**src/rtl/ebd_pkg.sv**
```systemverilog
`default_nettype none
package ebd_pkg;

	localparam int unsigned TIME_BITS = 32;
	localparam int unsigned LONG_BITS = 16;
	localparam int unsigned OUT_COUNT_BITS = 16;

	localparam logic [LONG_BITS-1:0] LONG_PRESS_RESET = 16'd300;

	// accumulator thresholds for one detent
	localparam logic signed [3:0] ACC_UP = 4'sd2;
	localparam logic signed [3:0] ACC_DOWN = -4'sd2;

	// pin positions within the sampled pin vector
	localparam int unsigned PIN_A = 0;
	localparam int unsigned PIN_B = 1;
	localparam int unsigned PIN_ENC = 2;
	localparam int unsigned PIN_BACK = 3;

	// step for index {previous phase, new phase}, phase = {a, b}
	localparam logic signed [3:0] PHASE_STEP [16] = '{
		4'sd0, -4'sd1, 4'sd1, 4'sd0,
		4'sd1, 4'sd0, 4'sd0, -4'sd1,
		-4'sd1, 4'sd0, 4'sd0, 4'sd1,
		4'sd0, 4'sd1, -4'sd1, 4'sd0
	};

	typedef struct packed {
		logic                 clear_events;
		logic                 clear_count;
		logic [TIME_BITS-1:0] time_ms;
		logic [3:0]           pins;
	} ebd_item_t;

	typedef struct packed {
		logic [3:0]                pin_levels;
		logic                      back_long;
		logic                      enc_long;
		logic                      back_short;
		logic                      enc_short;
		logic                      back_held;
		logic                      enc_held;
		logic [OUT_COUNT_BITS-1:0] detent_count;
	} ebd_result_t;

endpackage
`default_nettype wire

```
**src/rtl/ebd_update.sv**
```systemverilog
`default_nettype none
module ebd_update #(
	parameter int unsigned COUNT_WIDTH = 16,
	parameter int unsigned TIME_WIDTH = 32
) (
	input  wire logic                       clk,
	input  wire logic                       arst_n,
	input  wire logic                       step,
	input  wire ebd_pkg::ebd_item_t         item,
	input  wire logic [ebd_pkg::LONG_BITS-1:0] long_press_ms,
	output ebd_pkg::ebd_result_t            result
);

	logic [3:0]             prev_pins_q;
	logic [1:0]             prev_phase_q;
	logic signed [3:0]      acc_q;
	logic [COUNT_WIDTH-1:0] count_q;
	logic [TIME_WIDTH-1:0]  enc_press_q;
	logic [TIME_WIDTH-1:0]  back_press_q;
	// enc_short, back_short, enc_long, back_long from bit 0 up
	logic [3:0]             events_q;

	logic [3:0]             rising;
	logic [3:0]             falling;
	logic [TIME_WIDTH-1:0]  now;
	logic [TIME_WIDTH-1:0]  enc_held_time;
	logic [TIME_WIDTH-1:0]  back_held_time;
	logic                   enc_is_long;
	logic                   back_is_long;
	logic [3:0]             events_new;
	logic [1:0]             phase;
	logic signed [3:0]      acc_sum;
	logic [COUNT_WIDTH-1:0] count_new;
	logic signed [COUNT_WIDTH-1:0] count_signed;
	logic signed [31:0]     count_ext;

	assign now = item.time_ms[TIME_WIDTH-1:0];
	assign rising = ~prev_pins_q & item.pins;
	assign falling = prev_pins_q & ~item.pins;

	// wrapping held time, press time is the stored one on a release
	assign enc_held_time = now - enc_press_q;
	assign back_held_time = now - back_press_q;
	assign enc_is_long = 32'(enc_held_time) >= 32'(long_press_ms);
	assign back_is_long = 32'(back_held_time) >= 32'(long_press_ms);

	assign events_new = events_q | {
		rising[ebd_pkg::PIN_BACK] & back_is_long,
		rising[ebd_pkg::PIN_ENC] & enc_is_long,
		rising[ebd_pkg::PIN_BACK] & ~back_is_long,
		rising[ebd_pkg::PIN_ENC] & ~enc_is_long
	};

	assign phase = {item.pins[ebd_pkg::PIN_A], item.pins[ebd_pkg::PIN_B]};
	assign acc_sum = 4'(acc_q + ebd_pkg::PHASE_STEP[{prev_phase_q, phase}]);

	always_comb begin
		count_new = count_q;
		if (phase != 2'b00) begin
			if (acc_sum >= ebd_pkg::ACC_UP) begin
				count_new = count_q + COUNT_WIDTH'(1);
			end else if (acc_sum <= ebd_pkg::ACC_DOWN) begin
				count_new = count_q - COUNT_WIDTH'(1);
			end
		end
	end

	assign count_signed = count_new;
	assign count_ext = 32'(count_signed);

	always_comb begin
		result.detent_count = count_ext[ebd_pkg::OUT_COUNT_BITS-1:0];
		result.enc_held = ~item.pins[ebd_pkg::PIN_ENC];
		result.back_held = ~item.pins[ebd_pkg::PIN_BACK];
		result.enc_short = events_new[0];
		result.back_short = events_new[1];
		result.enc_long = events_new[2];
		result.back_long = events_new[3];
		result.pin_levels = item.pins;
	end

	// clears take effect after the result has been formed
	always_ff @(posedge clk or negedge arst_n) begin
		if (!arst_n) begin
			prev_pins_q <= '0;
			prev_phase_q <= '0;
			acc_q <= '0;
			count_q <= '0;
			enc_press_q <= '0;
			back_press_q <= '0;
			events_q <= '0;
		end else if (step) begin
			prev_pins_q <= item.pins;
			prev_phase_q <= phase;
			acc_q <= (phase != 2'b00) ? 4'sd0 : acc_sum;
			count_q <= item.clear_count ? '0 : count_new;
			events_q <= item.clear_events ? 4'b0000 : events_new;
			if (falling[ebd_pkg::PIN_ENC]) begin
				enc_press_q <= now;
			end
			if (falling[ebd_pkg::PIN_BACK]) begin
				back_press_q <= now;
			end
		end
	end

endmodule
`default_nettype wire

```
**src/rtl/encoder_and_button_press_decoder_unit.sv**
```systemverilog
// flow: an accepted request is held in the input register, then its result in the result
//   register, which raises m_tvalid until the result is taken
// throughput: one request per cycle unless m_tready stalls the result register, set by the state update
//   between the input register and the result register
// reset: arst_n clears all decoder state and both valid flags at once,
//   long_press_ms returns to 300; both buttons count as pressed after reset
`default_nettype none
module encoder_and_button_press_decoder_unit #(
	parameter int unsigned COUNT_WIDTH = 16,
	parameter int unsigned TIME_WIDTH = 32
) (
	input  wire logic        clk,
	input  wire logic        arst_n,
	input  wire logic        s_tvalid,
	output logic             s_tready,
	// enc_a, enc_b, enc_button_n, back_button_n, time_ms[31:0], clear_count,
	// clear_events, zero pad
	input  wire logic [39:0] s_tdata,
	output logic             m_tvalid,
	input  wire logic        m_tready,
	// detent_count[15:0], enc_held, back_held, enc_short, back_short,
	// enc_long, back_long, pin_levels[3:0], zero pad
	output logic [31:0]      m_tdata,
	input  wire logic        cfg_we,
	input  wire logic [15:0] cfg_wdata
);

	logic                        valid_s1;
	ebd_pkg::ebd_item_t          item_s1;
	logic                        valid_s2;
	ebd_pkg::ebd_result_t        result_s2;
	ebd_pkg::ebd_result_t        result;
	logic [ebd_pkg::LONG_BITS-1:0] long_press_q;
	logic                        advance;
	logic                        step;

	assign advance = ~valid_s2 | m_tready;
	assign s_tready = ~valid_s1 | advance;
	assign step = valid_s1 & advance;

	always_ff @(posedge clk or negedge arst_n) begin
		if (!arst_n) begin
			long_press_q <= ebd_pkg::LONG_PRESS_RESET;
		end else if (cfg_we) begin
			long_press_q <= cfg_wdata;
		end
	end

	always_ff @(posedge clk or negedge arst_n) begin
		if (!arst_n) begin
			valid_s1 <= 1'b0;
			valid_s2 <= 1'b0;
		end else begin
			if (s_tready) begin
				valid_s1 <= s_tvalid;
			end
			if (advance) begin
				valid_s2 <= valid_s1;
			end
		end
	end

	always_ff @(posedge clk) begin
		if (s_tready & s_tvalid) begin
			item_s1.pins <= s_tdata[3:0];
			item_s1.time_ms <= s_tdata[35:4];
			item_s1.clear_count <= s_tdata[36];
			item_s1.clear_events <= s_tdata[37];
		end
		if (step) begin
			result_s2 <= result;
		end
	end

	ebd_update #(
		.COUNT_WIDTH(COUNT_WIDTH),
		.TIME_WIDTH(TIME_WIDTH)
	) u_update (
		.clk(clk),
		.arst_n(arst_n),
		.step(step),
		.item(item_s1),
		.long_press_ms(long_press_q),
		.result(result)
	);

	assign m_tvalid = valid_s2;
	assign m_tdata = {6'b000000, result_s2};

endmodule
`default_nettype wire

```
**config.mk**
```make
export PLATFORM = sky130hd
export DESIGN_NAME = encoder_and_button_press_decoder_unit
export DESIGN_NICKNAME = d
export VERILOG_FILES = /design/src/rtl/ebd_pkg.sv /design/src/rtl/ebd_update.sv /design/src/rtl/encoder_and_button_press_decoder_unit.sv
export SDC_FILE = /design/constraint.sdc
export NUM_CORES = 1
export LEC_CHECK = 0
export BUFFER_PORTS_ARGS = -buffer_cell sky130_fd_sc_hd__buf_4
export CORE_MARGIN = 2
export CORE_UTILIZATION = 33
export DETAILED_ROUTE_END_ITERATION = 12
export GPL_TIMING_DRIVEN = 0
export SLEW_MARGIN = 10
export SYNTH_ARGS = -nofsm -noshare
export SYNTH_HDL_FRONTEND = slang
export SYNTH_SLANG_ARGS = --single-unit
```
**constraint.sdc**
```tcl
create_clock -name clk -period 10.1 [get_ports clk]
set_clock_uncertainty 0.15 [all_clocks]
set_input_delay 2.02 -clock clk [delete_from_list [all_inputs] [get_ports clk]]
set_output_delay 2.02 -clock clk [all_outputs]
set_load 0.02 [all_outputs]
```
=== Word-level counts from Yosys, hierarchy flattened ===
Memories as Yosys holds them, arrays and structs flattened.
Cells that the tools add are included.

* Equal/unequal tests: 0
* Bitwise gates (word level): 20
* Div/mod/pow operators: 0
* Add/subtract/negate cells: 5
* Reduce and logical (&&, ||, !) cells: 3
* Shift operators: 0
* Magnitude comparators: 5
* Mux-type cells: 8
* Multiply operators: 0

{| class="wikitable"
|+ Operators by type and width
! cell !! number
|-
| 32-bit by 16-bit greater-or-equal comparator with 1-bit output || 2
|-
| 16-bit 2-to-1 mux || 4
|-
| 32-bit subtractor || 2
|-
| 16-bit by 1-bit adder with 16-bit output (second input constant) || 1
|-
| 4-bit 2-to-1 mux || 4
|-
| 16-bit by 1-bit subtractor with 16-bit output (second input constant) || 1
|-
| 4-bit AND || 2
|-
| 4-bit inverter || 2
|-
| 1-bit AND || 6
|-
| 1-bit inverter || 6
|-
| 5-bit greater-or-equal comparator (second input constant) || 1
|-
| 4-bit inverter with 5-bit output || 1
|-
| 4-bit adder || 1
|-
| 4-bit by 3-bit greater-or-equal comparator with 1-bit output (second input constant) || 1
|-
| 4-bit by 2-bit less-or-equal comparator with 1-bit output (second input constant) || 1
|-
| 4-bit OR || 1
|-
| 2-bit AND reduction || 2
|-
| 1-bit OR || 2
|-
| 2-bit nonzero test || 1
|}

* Memories: 1
* Bits in registers: 176
* Output and inout bits: 34
* Bits in latches: 0
* Word-level logic and storage cells: 64
* Input port bits: 61
* Memory bits (writable): 0
* ROM bits: 64

{| class="wikitable"
|+ Memories
! name !! depth !! width !! read ports !! clocked after memory_dff !! write ports !! line !! source
|-
| (name not given) || 16 || 4 || 1 || 0 || 0 || ebd_update.sv:55 || <nowiki>assign acc_sum = 4'(acc_q + ebd_pkg::PHASE_STEP[{prev_phase_q, phase}]);</nowiki>
|}

=== Logic depth before layout (Yosys ltp) ===
Gate-level depths: netlist of run 1.

* Depth after elaboration: 10
* Mapped depth: 20

=== By module ===
Synthesis of run 1 repeated with hierarchy kept, for this count alone.

* Cell total of the unflattened synthesis: 1227
* Area total of the unflattened synthesis: 11867.6 µm²

{| class="wikitable"
|+ By module, submodules not included
! module !! area an instance (µm²) !! sequential area each (µm²) !! cells each !! instances
|-
| ebd_update || 9153.8 || 2302.2 || 1114 || 1
|-
| encoder_and_button_press_decoder_unit || 2713.9 || 2377.3 || 113 || 1
|}

=== Least setup slack after synthesis of run 1 ===
OpenSTA, ideal clock, no wires.

* Path kind: in2out
* Start: input port m_tready
* End: output port s_tready
* Path slack: 5.632 ns
* Stages on the path: 1
* Data arrival time: 2.298 ns
* Data required time: 7.930 ns
* Buffers on the path: 0
* Path through: nand3b_1

* Longest elaborated chain between the ends: 2

{| class="wikitable"
|+ Ends and longest elaborated chain
! element !! line !! source
|-
| start: declaration || encoder_and_button_press_decoder_unit.sv:20 || <nowiki>input wire logic m_tready,</nowiki>
|-
| 1-bit OR || encoder_and_button_press_decoder_unit.sv:37 || <nowiki>assign advance = ~valid_s2 | m_tready;</nowiki>
|-
| 1-bit OR || encoder_and_button_press_decoder_unit.sv:38 || <nowiki>assign s_tready = ~valid_s1 | advance;</nowiki>
|-
| end: declaration || encoder_and_button_press_decoder_unit.sv:15 || <nowiki>output logic s_tready,</nowiki>
|}

No other way between the ends.

==> results.json, run 1 <==
{
  "fin_tns_setup_ns": 0,
  "leakage_nw": 6.18,
  "fin_crit_sh": 0.515,
  "cts_made_buffers": 17,
  "p_clk_frac": 0.172,
  "ctsLongestPathBuffers": 2,
  "postRouteAntennaNets": 0,
  "postCtsHoldBufs": 0,
  "gp_congestion": 0.882,
  "power.density_mw_per_mm2": 275,
  "slew_viol_final": 0,
  "synth-edff-count": 64,
  "gr-usage-all-layers": 0.172,
  "grt.busiest_layer": "met2",
  "io_pins": 95,
  "cp_max_fo": 8,
  "setup_violations": 0,
  "ir_drop_v": 0.000134,
  "grt_max_degree": 65,
  "final_cell_mix": "nand2_1, inv_1, dfrtp_1, ha_1",
  "dieHeight_um": 196,
  "cp-end-kind": "flop",
  "combPwrFrac": 0.556,
  "r2r_cells": 15,
  "p_seq_frac": 0.272,
  "period_minus_slack_ns": 5.20,
  "timing.hold.ws_ns": 0.330,
  "place_hpwl_um": 25200,
  "grt_use_met2": 0.272,
  "ys.flop_type": "dfrtp_1",
  "fin_cells": 1903,
  "num_vias": 10100,
  "core_region_area_mm2": 0.0365,
  "power.switching_mw": 1.71,
  "finalInstanceArea_mm2": 0.0141,
  "drt_iter0_drc": 505,
  "crit_path_max_incr_delay_ns": 0.65,
  "worst-path-stages": 15,
  "crit_type": "reg -> reg",
  "clkTransAtPathRegs_ns": 0.08,
  "tightestPinTransition_ns": 1.00,
  "crit_chain": "ha_1 > clkbuf_1 > a21o_1 > a31o_2 > nor3_1 > xnor2_1 > ha_1 > a21o_1 > a211oi_1 > o221ai_1 > a2111oi_0 > o2111ai_1 > nor4_1 > nand4_1 > a31o_2",
  "first_pass_iters": 5,
  "die_w_um": 196,
  "relSlewSlack": 0.313,
  "wl_per_cell_um": 16.9,
  "syn2layout_area_growth_pct": 15.7,
  "ys_warn_count": 0,
  "port_buffers": 86,
  "drc": 0,
  "synthArstFlopShare": 0.632,
  "intPower_mw": 2.17,
  "max_freq_mhz": 192,
  "yosysUniqueCellTypes": 84,
  "critPathLaunchType": "flop",
  "status": "complete, no violations",
  "rows": 70,
  "drv_cap": 0,
  "layout_setup_ws_ns": 4.90,
  "rsz0062_at_grt": "no",
  "antenna_found_initial": 0,
  "ys_seq_elements": 174,
  "met3_usage": 0.0352,
  "final_nets": 1589,
  "cts.sinks": 174,
  "cts_root_buf": "clkbuf_16",
  "cts_tree": "yes",
  "postCtsSetupBuffers": 0,
  "syn_inst": 1309,
  "antenna_cells": 0,
  "grt_pass1_vias": 9691,
  "grt-ovfl-total": 0,
  "cp_data_arrival_time_ns": 5.26,
  "gr-usage-met1": 0.238,
  "final_common_cell": "nand2_1",
  "pre_cts_ws_ns": 4.94,
  "insertion_delay_ns": 0.46,
  "viasPerCell": 5.29,
  "cp_slowest_cell": "nor3_1",
  "routed_wl_um": 32200,
  "critical_path_required_ns": 10.16,
  "placed_area_mm2": 0.0135,
  "nFillCells": 3619,
  "cp_num_buf_inv": 1,
  "start_util": 0.334,
  "syn-cell-area_mm2": 0.0122,
  "hp-class": "reg -> reg",
  "whs_path_depth": 2,
  "grt_pass1_wl_um": 51900,
  "post_cts_resized": 0,
  "seq_area_frac_synth": 0.384,
  "switching_share": 0.441,
  "final_layout_size_suffix_gt1_frac": 0.159,
  "htree_levels": 4,
  "syn-mean-instance-area_um2": 9.31,
  "hold_viol": 0,
  "die_area_mm2": 0.0385,
  "cp_top_family": "compound AO/OA/AOI/OAI gates",
  "place_inst": 1871
}
worst paths after layout:
kind | start | endpoint | slack, ns
max | item_s1[15]$_DFFE_PP_ | m_tdata[21]$_DFFE_PP_ | 4.90
min | u_update.acc_q[0]$_DFFE_PN0P_ | u_update.acc_q[0]$_DFFE_PN0P_ | 0.33
max reg2reg | item_s1[15]$_DFFE_PP_ | m_tdata[21]$_DFFE_PP_ | 4.90
min reg2reg | u_update.acc_q[0]$_DFFE_PN0P_ | u_update.acc_q[0]$_DFFE_PN0P_ | 0.33
max in group asynchronous | arst_n | long_press_q[5]$_DFFE_PN1P_ | 7.73
min in group asynchronous | arst_n | u_update.enc_press_q[11]$_DFFE_PN0P_ | 1.35
through the flow:
stage	utilization	total power, mW
floorplan	-	2.65
global placement	0.368	3.15
detailed placement	0.370	3.19
CTS	0.386	3.88
global route	0.386	4.21
finish	0.386	3.87
registers in the layout, summed over array words and instances, names as in the netlist:
| register | count |
|---|---|
| u_update.prev_phase_q | 1 |
| u_update.acc_q | 4 |
| item_s1 | 38 |
| u_update.back_press_q | 32 |
| m_tvalid | 1 |
| long_press_q | 16 |
| u_update.prev_pins_q | 3 |
| u_update.events_q | 4 |
| u_update.count_q | 16 |
| u_update.enc_press_q | 32 |
| m_tdata | 26 |
| valid_s1 | 1 |
cells by family (layout without fill, tap and decap cells):
kind of cell,after synthesis,count (layout),synth area share
AO/OA/AOI/OAI,342,342,0.182
XOR/XNOR,58,58,0.0440
adder cells (fa/ha/maj),106,106,0.111
buffers and inverters,177,298,0.0579
flip-flops,174,174,0.384
multiplexers,72,72,0.0665
other,1,6,0.000308
AND/OR/NAND/NOR,379,379,0.154
power by group through the flow:
stage	clock (mW)	sequential (mW)	combinational, mW
global route	0.717	1.08	2.42
floorplan	0	1.07	1.58
detailed placement	0	1.07	2.12
CTS	0.689	1.06	2.14
global placement	0	1.06	2.09
finish	0.665	1.06	2.15
tightest hold or removal path, cell delays in order, from the launching register on:
cell,delay (ns)
dfrtp_1,0.35
nand2_1,0.05
nand2_1,0.05
final cells by class:
class | count | area [um2] | share of cell area
Inverter | 113 | 424 | 0.0301
Tap cell | 468 | 586 | 0.0415
Buffer | 64 | 283 | 0.0201
Multi-Input combinational cell | 963 | 6830 | 0.484
Clock inverter | 14 | 145 | 0.0103
Clock buffer | 18 | 439 | 0.0312
Timing Repair Buffer | 89 | 717 | 0.0509
Sequential cell | 174 | 4680 | 0.332
metal layers:
metal / vias up / routed length, um
met5: - / 0
met4: 0 / 600
met3: 34 / 1360
met2: 220 / 14500
met1: 4848 / 15800
li1: 4971 / -
synth_stat cells (5+ instances only):
cell | count | area share
o211ai_1 | 7 | 0.0043
ha_1 | 103 | 0.11
nor2_1 | 70 | 0.022
buf_4 | 6 | 0.0037
a2111oi_0 | 8 | 0.0057
o2111ai_1 | 7 | 0.0050
o21bai_1 | 9 | 0.0055
o21ai_0 | 86 | 0.035
nor3_1 | 24 | 0.0099
or3_1 | 9 | 0.0046
clkbuf_1 | 47 | 0.014
nor2b_1 | 12 | 0.0062
buf_2 | 8 | 0.0033
mux2_2 | 62 | 0.057
a211o_1 | 6 | 0.0043
a31oi_1 | 14 | 0.0072
nand2_1 | 127 | 0.039
nor4_1 | 10 | 0.0051
xor2_1 | 26 | 0.019
edfxtp_1 | 64 | 0.16
xnor2_1 | 30 | 0.022
a21oi_1 | 91 | 0.037
o31ai_1 | 15 | 0.0092
a211oi_1 | 12 | 0.0074
o21a_1 | 14 | 0.0086
o21ai_1 | 5 | 0.0021
inv_1 | 110 | 0.034
and3_1 | 10 | 0.0051
nand3_1 | 25 | 0.010
dfrtp_1 | 106 | 0.22
a22o_1 | 5 | 0.0036
nand4_1 | 42 | 0.022
mux2i_1 | 9 | 0.0074
nand2b_1 | 14 | 0.0072
a21o_1 | 25 | 0.015
and2_1 | 9 | 0.0046
No activity file was read; power rests on OpenSTA's default activity.
==> run 2, diff against run 1 <==
- clock period: 10.1 -> 5.1 ns (I/O delays scaled with it)
==> results.json, run 2 (synthesized netlist as in run 1, its figures left out) <==
{
  "status": "complete, no violations",
  "drv_cap": 0,
  "hold_viol": 0,
  "gr-usage-all-layers": 0.172,
  "slew_viol_final": 0,
  "num_vias": 10100,
  "start_util": 0.334,
  "fin_tns_setup_ns": 0,
  "switching_share": 0.441,
  "antenna_cells": 0,
  "r2r_cells": 18,
  "layout_setup_ws_ns": 0.196,
  "critPathLaunch": "item_s1[4]$_DFFE_PP_",
  "antenna_found_initial": 0,
  "grt_pass1_vias": 9700,
  "rows": 70,
  "grt_max_degree": 65,
  "setup_violations": 0,
  "cts_root_buf": "clkbuf_16",
  "reg2reg_to": "m_tdata[21]$_DFFE_PP_",
  "viasPerCell": 5.28,
  "p_clk_frac": 0.172,
  "gp_congestion": 0.882,
  "place_hpwl_um": 25200,
  "cts_made_buffers": 17,
  "hp-start": "u_update.acc_q[0]$_DFFE_PN0P_",
  "fin_crit_sh": 0.962,
  "max_freq_mhz": 204,
  "cp_max_fo": 6,
  "period_minus_slack_ns": 4.90,
  "relSlewSlack": 0.295,
  "whs_endpoint": "u_update.acc_q[0]$_DFFE_PN0P_",
  "insertion_delay_ns": 0.46,
  "critical_path_required_ns": 5.16,
  "crit_type": "reg -> reg",
  "power.density_mw_per_mm2": 544,
  "dieHeight_um": 196,
  "top_register": "item_s1",
  "final_layout_size_suffix_gt1_frac": 0.162,
  "ctsLongestPathBuffers": 2,
  "cp-end-kind": "flop",
  "largest_reg_flops": 38,
  "pre_cts_ws_ns": -0.0631,
  "cp_data_arrival_time_ns": 4.96,
  "grt-ovfl-total": 0,
  "clkTransAtPathRegs_ns": 0.08,
  "cts_tree": "yes",
  "grt_pass1_wl_um": 51900,
  "drt_iter0_drc": 534,
  "rr_startpoint": "item_s1[4]$_DFFE_PP_",
  "final_nets": 1590,
  "syn2layout_area_growth_pct": 15.9,
  "critPathLaunchType": "flop",
  "whs_path_depth": 2,
  "p_seq_frac": 0.272,
  "core_region_area_mm2": 0.0365,
  "reg.largest.list": "item_s1: 38 flops, u_update.back_press_q: 32 flops, u_update.enc_press_q: 32 flops",
  "final_cell_mix": "nand2_1, inv_1, dfrtp_1, ha_1, buf_4",
  "leakage_nw": 6.19,
  "die_area_mm2": 0.0385,
  "rsz0062_at_grt": "no",
  "first_pass_iters": 5,
  "final_common_cell": "nand2_1",
  "die_w_um": 196,
  "wl_per_cell_um": 16.9,
  "power.switching_mw": 3.39,
  "routed_wl_um": 32200,
  "intPower_mw": 4.30,
  "cts.sinks": 174,
  "drc": 0,
  "ir_drop_v": 0.000267,
  "tightestPinTransition_ns": 1.03,
  "port_buffers": 86,
  "htree_levels": 4,
  "io_pins": 95,
  "postRouteAntennaNets": 0,
  "combPwrFrac": 0.557,
  "regToRegSetupSlack_ns": 0.20,
  "hp-class": "reg -> reg",
  "nFillCells": 3614
}
[run 2: changes by cell type in the layout (fill, tap and decap cells not counted), sizes merged]
cell  before  now
buf      105  106
[run 2: final cells by class]
type	instances	area (um2)	share of cell area
tap	468	586	0.0414
timing repair buffer	90	724	0.0513
inverter	113	424	0.0300
clock inverter	14	145	0.0103
clock buffer	18	439	0.0311
buffer	64	283	0.0200
sequential	174	4680	0.331
multi-input combinational	963	6850	0.485
[run 2: critical path, cell delays in order (launching register included)]
cell       delay, ns
edfxtp_1        0.33
inv_1           0.08
ha_1            0.24
fa_1            0.42
nor2b_1         0.22
o2111ai_2       0.20
a2111oi_4       0.46
nor3_2          0.15
xnor2_1         0.15
ha_1            0.33
a21o_1          0.19
a211oi_1        0.23
o221ai_1        0.14
a2111oi_0       0.39
o2111ai_1       0.20
nor4_1          0.24
nand4_1         0.15
buf_4           0.18
a31o_2          0.24
[run 2: worst max path at each step]
stage	slack, ns	cells past startpoint	endpoint
final	0.20	18	m_tdata[21]$_DFFE_PP_
after global routing	0.01	18	m_tdata[21]$_DFFE_PP_
after CTS	0.04	18	m_tdata[21]$_DFFE_PP_
after detailed placement	-0.06	17	m_tdata[21]$_DFFE_PP_
after global placement	-0.04	15	m_tdata[21]$_DFFE_PP_
after floorplan	0.80	17	m_tdata[21]$_DFFE_PP_
[run 2: power by group through the flow]
stage	Sequential [mW]	Clock, mW	Combinational [mW]
2_1_floorplan	2.13	0	3.12
3_3_place_gp	2.10	0	4.14
3_5_place_dp	2.12	0	4.20
4_1_cts	2.09	1.37	4.24
5_1_grt	2.14	1.42	4.81
6_report	2.09	1.32	4.28
[run 2: stage by stage]
stage	std cells	hold WS [ns]	area [um2]	utilization	power (mW)
CTS	1904	0.334	14100	0.386	7.69
global placement	1868	0.307	13400	0.368	6.25
finish	1904	0.330	14100	0.387	7.69
floorplan	1314	0.276	12200	-	5.25
global route	1904	0.366	14100	0.387	8.37
detailed placement	1871	0.318	13500	0.370	6.32
[run 2: what timing repair did]
item,CTS,global route
resized for setup,0,5
buffers inserted,1,0
endpoints found under the setup margin,1,5
hold buffers,0,0
pin swaps,1,3
[run 2: per-layer routing]
| layer | up-vias | share of wire | global-route usage |
|---|---|---|---|
| li1 | 4971 | - | - |
| met1 | 4848 | 0.49 | 0.238 |
| met2 | 206 | 0.45 | 0.272 |
| met3 | 31 | 0.041 | 0.0352 |
| met4 | 0 | 0.018 | 0.0502 |
| met5 | - | 0 | 0 |
==> run 3, diff against run 2 <==
- ABC_AREA: not set -> 1
- CORE_MARGIN: 2 -> 5
- HOLD_SLACK_MARGIN: not set -> 0.12
==> results.json, run 3 <==
{
  "synthArstFlopShare": 0.632,
  "htree_levels": 4,
  "slew_viol_final": 0,
  "yosysMostFrequentCell": "nand2_1",
  "crit_type": "reg -> reg",
  "ctsLongestPathBuffers": 2,
  "met3_usage": 0.0256,
  "max_freq_mhz": 248,
  "fin_crit_sh": 0.790,
  "placed_area_mm2": 0.0146,
  "relSlewSlack": 0.527,
  "dieHeight_um": 210,
  "clkTransAtPathRegs_ns": 0.08,
  "grt.busiest_layer": "met2",
  "cp_data_arrival_time_ns": 4.09,
  "gr-usage-all-layers": 0.177,
  "synthTopCellsByCount": "nand2_1, inv_1, nor2_1, o21ai_0, dfrtp_1",
  "postCtsSetupBuffers": 0,
  "post_cts_resized": 0,
  "top_register": "item_s1",
  "syn-cell-area_mm2": 0.0132,
  "cts_root_buf": "clkbuf_16",
  "synth-edff-count": 64,
  "grt_pass1_vias": 11600,
  "num_vias": 12000,
  "period_minus_slack_ns": 4.03,
  "final_layout_size_suffix_gt1_frac": 0.0781,
  "antenna_cells": 0,
  "insertion_delay_ns": 0.46,
  "ys.flop_type": "dfrtp_1",
  "finalInstanceArea_mm2": 0.0152,
  "antenna_found_initial": 0,
  "cts_tree": "yes",
  "hold_viol": 0,
  "grt_use_met2": 0.266,
  "yosysUniqueCellTypes": 48,
  "ys_seq_elements": 174,
  "cts.sinks": 174,
  "grt_max_degree": 79,
  "final_nets": 2202,
  "viasPerCell": 4.68,
  "io_pins": 95,
  "first_pass_iters": 5,
  "die_w_um": 210,
  "ys_warn_count": 0,
  "postCtsHoldBufs": 0,
  "synth_top_area_cell": "dfrtp_1",
  "port_buffers": 86,
  "place_hpwl_um": 31700,
  "grt-ovfl-total": 0,
  "gp_congestion": 0.946,
  "syn-mean-instance-area_um2": 6.87,
  "syn2layout_area_growth_pct": 15.0,
  "wl_per_cell_um": 15.0,
  "drv_cap": 0,
  "rsz0062_at_grt": "no",
  "yosys.area.top_type_share": 0.201,
  "power.density_mw_per_mm2": 615,
  "critical_path_required_ns": 5.17,
  "rows": 73,
  "grt_pass1_wl_um": 62200,
  "setup_violations": 0,
  "tightestPinTransition_ns": 0.703,
  "die_area_mm2": 0.0441,
  "critPathLaunchType": "flop",
  "seq_area_frac_synth": 0.355,
  "hp-class": "in -> async",
  "core_region_area_mm2": 0.0396,
  "nFillCells": 4236,
  "drc": 0,
  "leakage_nw": 8.16,
  "largest_reg_flops": 38,
  "cts_made_buffers": 17,
  "cp_max_fo": 4,
  "postRouteAntennaNets": 0,
  "fin_tns_setup_ns": 0,
  "final_cell_mix": "nand2_1, inv_1, nor2_1, o21ai_0, dfrtp_1",
  "start_util": 0.333,
  "cp-end-kind": "flop",
  "gr-usage-met1": 0.263,
  "ff_latch_area_mm2": 0.00468,
  "reg.largest.list": "item_s1: 38 flops, u_update.back_press_q: 32 flops, u_update.enc_press_q: 32 flops",
  "multi_input_area_mm2": 0.00692,
  "routed_wl_um": 38700,
  "final_common_cell": "nand2_1",
  "syn_inst": 1922,
  "status": "complete, no violations",
  "drt_iter0_drc": 929,
  "synth_area_leaders": "dfrtp_1, nand2_1, edfxtp_1",
  "ir_drop_v": 0.000277
}
run 3: cell count changes after synthesis, moves of 15 or more:
cell and delta:
a21o_1 -22, a21oi_1 -23, clkbuf_1 -21, inv_1 +267, mux2_2 -61, nand2_1 +507, nand3_1 +70, nand4_1 -27
nor2_1 +90, o21ai_0 +21, o31ai_1 -15, xnor2_1 -25, xor2_1 +26
run 3: final timing paths:
path | slack, ns | cells after the start | from | endpoint
min in group clk | 0.33 | 2 | u_update.enc_press_q[12]$_DFFE_PN0P_ | u_update.enc_press_q[12]$_DFFE_PN0P_
worst min register to register | 0.33 | 2 | u_update.enc_press_q[12]$_DFFE_PN0P_ | u_update.enc_press_q[12]$_DFFE_PN0P_
worst min-delay path | 0.30 | 1 | arst_n | u_update.back_press_q[11]$_DFFE_PN0P_
max in group asynchronous | 3.76 | 2 | arst_n | u_update.prev_pins_q[2]$_DFFE_PN0P_
worst max register to register | 1.07 | 23 | item_s1[5]$_DFFE_PP_ | m_tdata[21]$_DFFE_PP_
worst max-delay path | 1.07 | 23 | item_s1[5]$_DFFE_PP_ | m_tdata[21]$_DFFE_PP_
run 3: cell type report:
class                      instances  area share
inverter                         380      0.0940
multi-input combinational       1335       0.456
buffer                            38      0.0127
timing repair buffer              89      0.0472
tap                              525      0.0433
clock inverter                    13     0.00973
sequential                       174       0.308
clock buffer                      19      0.0292
run 3: layer usage:
layer  up-vias  share of wire
met5         -              0
met4         0          0.021
met3        42          0.044
met2       272           0.43
met1      5523           0.51
li1       6210              -
run 3: stage by stage:
stage / cells / setup WS, ns / util / hold slack, ns / power [mW]
finish: 2573 / 1.07 / 0.383 / 0.295 / 9.34
global route: 2573 / 0.761 / 0.383 / 0.309 / 10.3
CTS: 2573 / 1.07 / 0.383 / 0.283 / 9.34
detailed placement: 2541 / 1.08 / 0.368 / 0.323 / 7.96
global placement: 2538 / 1.16 / 0.366 / 0.318 / 7.84
floorplan: 1927 / 1.86 / - / 0.301 / 6.38
run 3: kinds of logic (layout without fill, tap and decap cells):
kind of cell | after synthesis | count (layout) | share of synthesized area
DFF | 174 | 174 | 0.355
AOI/OAI and AO/OA | 223 | 223 | 0.0927
xor gates and xnor gates | 58 | 58 | 0.0391
and+or+nand+nor | 941 | 941 | 0.288
buffers and inverters | 418 | 539 | 0.123
muxes | 1 | 1 | 0.000853
other | 1 | 6 | 0.000284
adders and majority gates | 106 | 106 | 0.102
run 3: critical path, stage by stage (launching register included):
cell and delay [ns]:
edfxtp_1 0.47, inv_1 0.19, fa_1 0.49, inv_1 0.11
nand3_1 0.07, nand3_1 0.14, nand2_1 0.07, nand2_1 0.15
xor2_1 0.30, ha_1 0.29, nand2_1 0.07, nor2_1 0.05
nor3_1 0.14, nand2_1 0.09, nand2_1 0.06, nand2_1 0.07
nand2_1 0.06, nand2_1 0.07, nor2_1 0.17, nand3_1 0.10
nor2_1 0.28, nand2_1 0.08, nand2_1 0.08, nand2_1 0.05
run 3: power by group:
part           leakage (nW)  internal (mW)  switching, mW
clock network         0.291          0.709          0.629
logic                  5.87           2.04           3.74
registers              2.00           1.93          0.284
